<file path="src/hdl/mi_pkg.sv">
// Shared types for the modular inverse block: sequencer states and divider status.
`default_nettype none

package mi_pkg;

    typedef enum logic [4:0] {
        ST_IDLE   = 5'b00001,
        ST_REDUCE = 5'b00010,
        ST_CHECK  = 5'b00100,
        ST_ITER   = 5'b01000,
        ST_FINISH = 5'b10000
    } state_t;

    typedef struct packed {
        logic busy;
        logic done;
    } div_status_t;

endpackage

`default_nettype wire

</file>
<file path="src/hdl/mi_divider.sv">
// Shared radix-2 restoring divider that also forms quotient times a coefficient.
`default_nettype none

module mi_divider
    import mi_pkg::*;
#(
    parameter int WORD_BITS = 64
)
(
    input  wire logic                 clk,
    input  wire logic                 rst_n,
    input  wire logic                 start,
    input  wire logic [WORD_BITS-1:0] dividend,
    input  wire logic [WORD_BITS-1:0] divisor,
    input  wire logic [WORD_BITS-1:0] coef,
    output logic [WORD_BITS-1:0]      remainder,
    output logic [WORD_BITS-1:0]      product,
    output div_status_t               status
);

    localparam int CNT_BITS = $clog2(WORD_BITS + 1);

    logic                 busy_reg, busy_next;
    logic                 done_reg, done_next;
    logic [CNT_BITS-1:0]  cnt_reg, cnt_next;
    logic [WORD_BITS-1:0] rem_reg, rem_next;
    logic [WORD_BITS-1:0] dvd_reg, dvd_next;
    logic [WORD_BITS-1:0] dsr_reg, dsr_next;
    logic [WORD_BITS-1:0] coef_reg, coef_next;
    logic [WORD_BITS-1:0] prod_reg, prod_next;
    logic [WORD_BITS:0]   partial;
    logic [WORD_BITS:0]   diff;
    logic                 ge;

    // The product is built MSB first by Horner's rule as quotient bits appear.
    always_comb
    begin
        partial   = {rem_reg, dvd_reg[WORD_BITS-1]};
        diff      = partial - {1'b0, dsr_reg};
        ge        = (partial >= {1'b0, dsr_reg});
        busy_next = busy_reg;
        done_next = 1'b0;
        cnt_next  = cnt_reg;
        rem_next  = rem_reg;
        dvd_next  = dvd_reg;
        dsr_next  = dsr_reg;
        coef_next = coef_reg;
        prod_next = prod_reg;
        if (start)
        begin
            busy_next = 1'b1;
            cnt_next  = CNT_BITS'(WORD_BITS);
            rem_next  = '0;
            dvd_next  = dividend;
            dsr_next  = divisor;
            coef_next = coef;
            prod_next = '0;
        end
        else if (busy_reg)
        begin
            rem_next  = ge ? diff[WORD_BITS-1:0] : partial[WORD_BITS-1:0];
            dvd_next  = {dvd_reg[WORD_BITS-2:0], 1'b0};
            prod_next = {prod_reg[WORD_BITS-2:0], 1'b0} + (ge ? coef_reg : '0);
            cnt_next  = cnt_reg - 1'b1;
            if (cnt_reg == CNT_BITS'(1))
            begin
                busy_next = 1'b0;
                done_next = 1'b1;
            end
        end
    end

    always_ff @(posedge clk or negedge rst_n)
    begin
        if (!rst_n)
        begin
            busy_reg <= 1'b0;
            done_reg <= 1'b0;
            cnt_reg  <= '0;
        end
        else
        begin
            busy_reg <= busy_next;
            done_reg <= done_next;
            cnt_reg  <= cnt_next;
        end
    end

    always_ff @(posedge clk)
    begin
        rem_reg  <= rem_next;
        dvd_reg  <= dvd_next;
        dsr_reg  <= dsr_next;
        coef_reg <= coef_next;
        prod_reg <= prod_next;
    end

    assign remainder   = rem_reg;
    assign product     = prod_reg;
    assign status.busy = busy_reg;
    assign status.done = done_reg;

endmodule

`default_nettype wire

</file>
<file path="src/hdl/modular_inverse.sv">
// Top level of the modular inverse block: Euclid sequencer, coefficient registers, output word.
`default_nettype none

// Computes the inverse of value modulo modulus by the extended Euclidean algorithm.
// One word is processed at a time; each Euclid step runs one division on the shared
// one-bit-per-cycle divider, then the sequencer tests the new remainder in ST_CHECK.
// Before the first step the divider reduces value by modulus; a zero modulus skips the
// divider and goes straight to ST_FINISH. Input tready is high only while the sequencer
// is idle, and a finished result waits in an output register so that the next word may
// be taken while it is still pending.
module modular_inverse
    import mi_pkg::*;
#(
    parameter int WORD_BITS = 64
)
(
    input  wire logic                                      clk,
    input  wire logic                                      rst_n,
    input  wire logic                                      s_axis_tvalid,
    output logic                                           s_axis_tready,
    // Fields from bit 0: value (WORD_BITS bits), modulus (WORD_BITS-1 bits), zero fill.
    input  wire logic [((2*WORD_BITS-1+7)/8)*8-1:0]        s_axis_tdata,
    output logic                                           m_axis_tvalid,
    input  wire logic                                      m_axis_tready,
    // Fields from bit 0: inverse (WORD_BITS-1 bits), zero fill.
    output logic [((WORD_BITS-1+7)/8)*8-1:0]               m_axis_tdata,
    // Fields from bit 0: no_inverse.
    output logic                                           m_axis_tuser
);

    localparam int OUT_W = ((WORD_BITS - 1 + 7) / 8) * 8;

    state_t               state_reg, state_next;
    logic [WORD_BITS-1:0] r_reg, r_next;
    logic [WORD_BITS-1:0] newr_reg, newr_next;
    logic [WORD_BITS-1:0] t_reg, t_next;
    logic [WORD_BITS-1:0] newt_reg, newt_next;
    logic [WORD_BITS-1:0] mod_reg, mod_next;
    logic [WORD_BITS-2:0] inv_reg, inv_next;
    logic                 none_reg, none_next;
    logic                 out_valid_reg, out_valid_next;

    logic [WORD_BITS-1:0] in_value;
    logic [WORD_BITS-1:0] in_mod;
    logic                 div_start;
    logic [WORD_BITS-1:0] div_dividend;
    logic [WORD_BITS-1:0] div_divisor;
    logic [WORD_BITS-1:0] div_coef;
    logic [WORD_BITS-1:0] div_rem;
    logic [WORD_BITS-1:0] div_prod;
    div_status_t          div_status;

    logic                 calc_none;
    logic [WORD_BITS-1:0] calc_fixed;
    logic [WORD_BITS-2:0] calc_inv;
    logic                 load_out;
    logic [OUT_W-1:0]     out_data;

    assign in_value = s_axis_tdata[WORD_BITS-1:0];
    assign in_mod   = {1'b0, s_axis_tdata[2*WORD_BITS-2:WORD_BITS]};

    mi_divider #(
        .WORD_BITS (WORD_BITS)
    ) u_div (
        .clk       (clk),
        .rst_n     (rst_n),
        .start     (div_start),
        .dividend  (div_dividend),
        .divisor   (div_divisor),
        .coef      (div_coef),
        .remainder (div_rem),
        .product   (div_prod),
        .status    (div_status)
    );

    always_comb
    begin
        calc_none  = (mod_reg == '0) || (r_reg > WORD_BITS'(1));
        calc_fixed = t_reg[WORD_BITS-1] ? (t_reg + mod_reg) : t_reg;
        calc_inv   = calc_none ? '0 : calc_fixed[WORD_BITS-2:0];
    end

    always_comb
    begin
        state_next     = state_reg;
        r_next         = r_reg;
        newr_next      = newr_reg;
        t_next         = t_reg;
        newt_next      = newt_reg;
        mod_next       = mod_reg;
        inv_next       = inv_reg;
        none_next      = none_reg;
        div_start      = 1'b0;
        div_dividend   = r_reg;
        div_divisor    = newr_reg;
        div_coef       = newt_reg;
        load_out       = 1'b0;
        s_axis_tready  = 1'b0;
        case (state_reg)
            ST_IDLE:
            begin
                s_axis_tready = 1'b1;
                if (s_axis_tvalid)
                begin
                    mod_next = in_mod;
                    if (in_mod == '0)
                    begin
                        state_next = ST_FINISH;
                    end
                    else
                    begin
                        div_start    = 1'b1;
                        div_dividend = in_value;
                        div_divisor  = in_mod;
                        div_coef     = '0;
                        state_next   = ST_REDUCE;
                    end
                end
            end
            ST_REDUCE:
            begin
                if (div_status.done)
                begin
                    r_next     = mod_reg;
                    newr_next  = div_rem;
                    t_next     = '0;
                    newt_next  = WORD_BITS'(1);
                    state_next = ST_CHECK;
                end
            end
            ST_CHECK:
            begin
                if (newr_reg == '0)
                begin
                    state_next = ST_FINISH;
                end
                else
                begin
                    div_start  = 1'b1;
                    state_next = ST_ITER;
                end
            end
            ST_ITER:
            begin
                if (div_status.done)
                begin
                    t_next     = newt_reg;
                    newt_next  = t_reg - div_prod;
                    r_next     = newr_reg;
                    newr_next  = div_rem;
                    state_next = ST_CHECK;
                end
            end
            ST_FINISH:
            begin
                if (!out_valid_reg || m_axis_tready)
                begin
                    load_out   = 1'b1;
                    inv_next   = calc_inv;
                    none_next  = calc_none;
                    state_next = ST_IDLE;
                end
            end
            default:
            begin
                state_next = ST_IDLE;
            end
        endcase
    end

    always_comb
    begin
        if (load_out)
        begin
            out_valid_next = 1'b1;
        end
        else if (m_axis_tready)
        begin
            out_valid_next = 1'b0;
        end
        else
        begin
            out_valid_next = out_valid_reg;
        end
    end

    always_ff @(posedge clk or negedge rst_n)
    begin
        if (!rst_n)
        begin
            state_reg     <= ST_IDLE;
            out_valid_reg <= 1'b0;
        end
        else
        begin
            state_reg     <= state_next;
            out_valid_reg <= out_valid_next;
        end
    end

    always_ff @(posedge clk)
    begin
        r_reg    <= r_next;
        newr_reg <= newr_next;
        t_reg    <= t_next;
        newt_reg <= newt_next;
        mod_reg  <= mod_next;
        inv_reg  <= inv_next;
        none_reg <= none_next;
    end

    always_comb
    begin
        out_data                = '0;
        out_data[WORD_BITS-2:0] = inv_reg;
    end

    assign m_axis_tvalid = out_valid_reg;
    assign m_axis_tdata  = out_data;
    assign m_axis_tuser  = none_reg;

    // The divider is only started when it is free.
    a_start_free: assert property (@(posedge clk) disable iff (!rst_n)
        div_start |-> !div_status.busy)
        else $error("divider started while busy");

    // A division result only arrives while the sequencer waits for one.
    a_done_expected: assert property (@(posedge clk) disable iff (!rst_n)
        div_status.done |-> (state_reg == ST_REDUCE || state_reg == ST_ITER))
        else $error("unexpected divider completion");

    // An inverse that exists lies below the modulus.
    a_inv_range: assert property (@(posedge clk) disable iff (!rst_n)
        (state_reg == ST_FINISH && !calc_none) |-> ({1'b0, calc_inv} < mod_reg))
        else $error("inverse out of range");

    // A result flagged as having no inverse carries zero.
    a_none_zero: assert property (@(posedge clk) disable iff (!rst_n)
        (out_valid_reg && none_reg) |-> (inv_reg == '0))
        else $error("nonzero inverse with no_inverse set");

    // An accepted word always leaves the idle state.
    a_leave_idle: assert property (@(posedge clk) disable iff (!rst_n)
        (s_axis_tvalid && s_axis_tready) |=> (state_reg != ST_IDLE))
        else $error("accepted word not processed");

endmodule

`default_nettype wire

</file>
<file path="config.mk">
export PLATFORM = sky130hd
export DESIGN_NAME = modular_inverse
export DESIGN_NICKNAME = d
export VERILOG_FILES = /design/src/hdl/mi_pkg.sv /design/src/hdl/mi_divider.sv /design/src/hdl/modular_inverse.sv
export SDC_FILE = /design/constraint.sdc
export NUM_CORES = 2
export LEC_CHECK = 0
export CAP_MARGIN = 40
export CORE_ASPECT_RATIO = 1.1
export CORE_MARGIN = 2
export CORE_UTILIZATION = 50
export DETAILED_ROUTE_END_ITERATION = 12
export DONT_BUFFER_PORTS = 1
export PLACE_DENSITY = 0.69
export SKIP_CTS_REPAIR_TIMING = 1
export SYNTH_ARGS = -nofsm -noshare
export SYNTH_HDL_FRONTEND = slang
export SYNTH_SLANG_ARGS = --single-unit
</file>
<file path="constraint.sdc">
create_clock -name clk -period 24.1 [get_ports clk]
set_clock_uncertainty 0.1 [all_clocks]
set_input_delay 7.23 -clock clk [delete_from_list [all_inputs] [get_ports clk]]
set_output_delay 7.23 -clock clk [all_outputs]
set_load 0.01 [all_outputs]
</file>
==> flow_metrics.py <==
metrics = {
    "synth": {
        "yosysTopAreaCell": "edfxtp_1",
        "synthTopCellsByArea": "edfxtp_1 40%, ha_1 7.3%, dfxtp_1 5.9%",
        "netlist_instances": 4470,
        "async_flop_share": 0.02089,
        "synth_cell_types": 89,
        "yosysWarnings": 0,
        "synth_seq_cells": 718,
        "syn-num-nets": 4859,
        "synth.most_common_cell": "edfxtp_1",
        "synth-seq-area-share": 0.4647,
        "synth_common_cells": "575 x edfxtp_1, 547 x nand2_1, 361 x nor2_1",
        "synth_edf_count": 575,
        "syn_area_per_cell_um2": 9.727,
        "synth_ff_type": "edfxtp_1",
        "synth_top_area_frac": 0.3971,
        "netlist_area_um2": 43480,
    },
    "placement": {
        "gp_congestion": 0.9654,
        "portBuffers": 0,
        "dpl_cell_area_um2": 44570,
        "place_worst_setup_slack_ps": 12290,
        "dp_hpwl_mm": 95.52,
    },
    "power_and_ir_drop": {
        "p_leak_nw": 19.21,
        "ir_worst_vdd_uv": 69.30,
        "powerDensity_nw_per_um2": 124.1,
    },
    "outcome": {
        "status": "complete, no violations",
    },
    "cts": {
        "cts_buffers": 79,
        "clkLatencyLatePin_ps": 670,
        "cts-root-buf": "clkbuf_16",
        "clockBufferDepth": 3,
        "clock_sinks": 718,
        "path_clk_slew_ps": 60,
        "tritoncts": "built",
        "htreeDepth": 3,
    },
    "floorplanning": {
        "die-height_um": 313.3,
        "io_pins": 199,
        "fp-row-count": 113,
        "initial_core_util": 0.5042,
        "dieWidth_um": 285.2,
        "fp.coreArea_um2": 86250,
        "die_area_um2": 89340,
    },
    "route": {
        "wl_per_cell_um": 23.14,
        "vias": 33537,
        "drtIter0Drc": 3089,
        "drc": 0,
        "wirelength_mm": 128.8,
        "dr.pass1.iters": 7,
        "via_per_inst": 6.025,
        "antenna_left": 0,
    },
    "timing": {
        "finalCritPeriodShare": 0.4675,
        "slew-limit-headroom": 0.3228,
        "tightest_slew_ps": 1016,
        "rsz0062_at_grt": "no",
        "clock.fmax_ghz": 0.08876,
        "final_max_slew_viol_count": 0,
        "min_period_ps": 11270,
        "worst_slack_ps": 12830,
        "hold_violations": 0,
        "finalSetupTns_ps": 0,
        "setup_viol": 0,
    },
    "setup_path": {
        "worst_ep_arrival_time_ps": 11730,
        "cp_data_required_time_ps": 24570,
        "path_class": "in -> reg",
        "worstPathMaxFanout": 81,
        "startpoint_type": "primary input",
        "cp-end-kind": "flip-flop",
    },
    "global_routing": {
        "grt_pass1_wl_mm": 193.3,
        "grt_max_degree": 213,
        "grt_antenna_before_repair": 5,
        "globalRoute.totalOverflow": 0,
        "grt_usage": 0.2816,
        "grt_pass1_vias": 31886,
    },
    "final_layout": {
        "drive_above_1_share": 0.05912,
        "syn_to_final_growth_pct": 8.471,
        "fill_cells": 7717,
        "fin_nets": 4740,
        "final_area_um2": 47170,
    },
    "hold_path": {
        "min_path_type": "reg -> reg",
    },
    "flow_run": {
        "cap_violations": 0,
    },
}
## cell usage in the layout (no fill, tap or decap), types with 12 or more instances in the layout
master	n
edfxtp_1	575
nand2_1	547
nor2_1	360
a21oi_1	319
ha_1	253
o21ai_0	221
inv_1	209
a21o_1	183
mux2i_1	159
xnor2_1	143
and2_1	140
dfxtp_1	128
nor2b_1	99
nand4_1	93
xor2_1	93
clkbuf_16	81
nor4_1	72
mux2_2	64
nand3_1	55
o21bai_1	55
nor3_1	44
a311oi_1	38
nand2b_1	37
a31oi_1	33
o21ai_1	28
a211oi_1	26
buf_4	25
o21a_1	22
clkbuf_1	18
or3_1	17
o31ai_1	17
o22ai_1	16
and3_1	15
o211ai_1	15
dfrtp_1	13
clkinv_2	12
## worst paths after layout
check | startpoint | endpoint | slack [ps] | depth (start not counted)
min | u_div.remainder[60] | newr_reg[60] | 390 | 0
max in group asynchronous | rst_n | state_reg[0] | 17540 | 0
min reg2reg | u_div.remainder[60] | newr_reg[60] | 390 | 0
max reg2reg | u_div.dsr_reg[1] | u_div.product[62] | 15380 | 28
max | s_axis_tdata[77] | u_div.product[3] | 12830 | 13
min in group asynchronous | rst_n | u_div.cnt_reg[3] | 6150 | 0
## cell type report
type / instances / area (µm²) / share of cell area
clock inverters: 39 / 404.1 / 0.008569
flip-flops and latches: 718 / 20210 / 0.4285
diodes: 1 / 2.502 / 0.00005306
well taps: 1150 / 1439 / 0.03051
clock buffers: 106 / 2191 / 0.04645
repair buffers: 36 / 451.7 / 0.009577
multi-input cells: 3305 / 21670 / 0.4594
inverters: 211 / 799.5 / 0.01695
## per-stage QoR
stage / hold WS (ps) / util / instances / power, mW
after floorplan: 338.3 / - / 4470 / 3.918
after global placement: 374.0 / 0.5138 / 5409 / 4.541
after detailed placement: 376.5 / 0.5168 / 5420 / 4.597
after CTS: 392.6 / 0.5468 / 5565 / 5.838
after global routing: 416.6 / 0.5469 / 5566 / 6.228
final: 395.0 / 0.5469 / 5566 / 5.854
## critical path: stages
cell,delay [ps]
nor4_1,800
nand4_1,410
nor3_1,510
nand2_1,150
and2_4,340
nor2_2,140
buf_4,460
inv_8,280
buf_4,320
buf_16,250
buf_4,220
buf_16,210
a211oi_1,260
## layer usage
layer,part of all wire,track usage
met3,0.068,0.05029
met2,0.48,0.4697
met4,0.040,0.1119
met5,0.00032,0
met1,0.41,0.3640
## cells by family (layout without fill, tap and decap cells)
kind of cell / after synthesis / count (layout) / synth area share
mux: 225 / 225 / 0.05378
simple gates: 1515 / 1515 / 0.1641
flops: 718 / 718 / 0.4647
buf+inv: 447 / 392 / 0.03896
compound gates: 1070 / 1070 / 0.1557
fa+ha+maj: 257 / 257 / 0.07464
xor+xnor: 237 / 237 / 0.04805
other cells: 1 / 2 / 0.00008624
## where the power goes
group	total [mW]	internal [mW]	leakage [nW]	switching, mW
clock	1.23	0.698	1.25	0.532
combinational	2.77	1.08	11.1	1.69
sequential	1.85	1.67	6.81	0.184
Note: power is estimated with default switching activity, not from simulation.
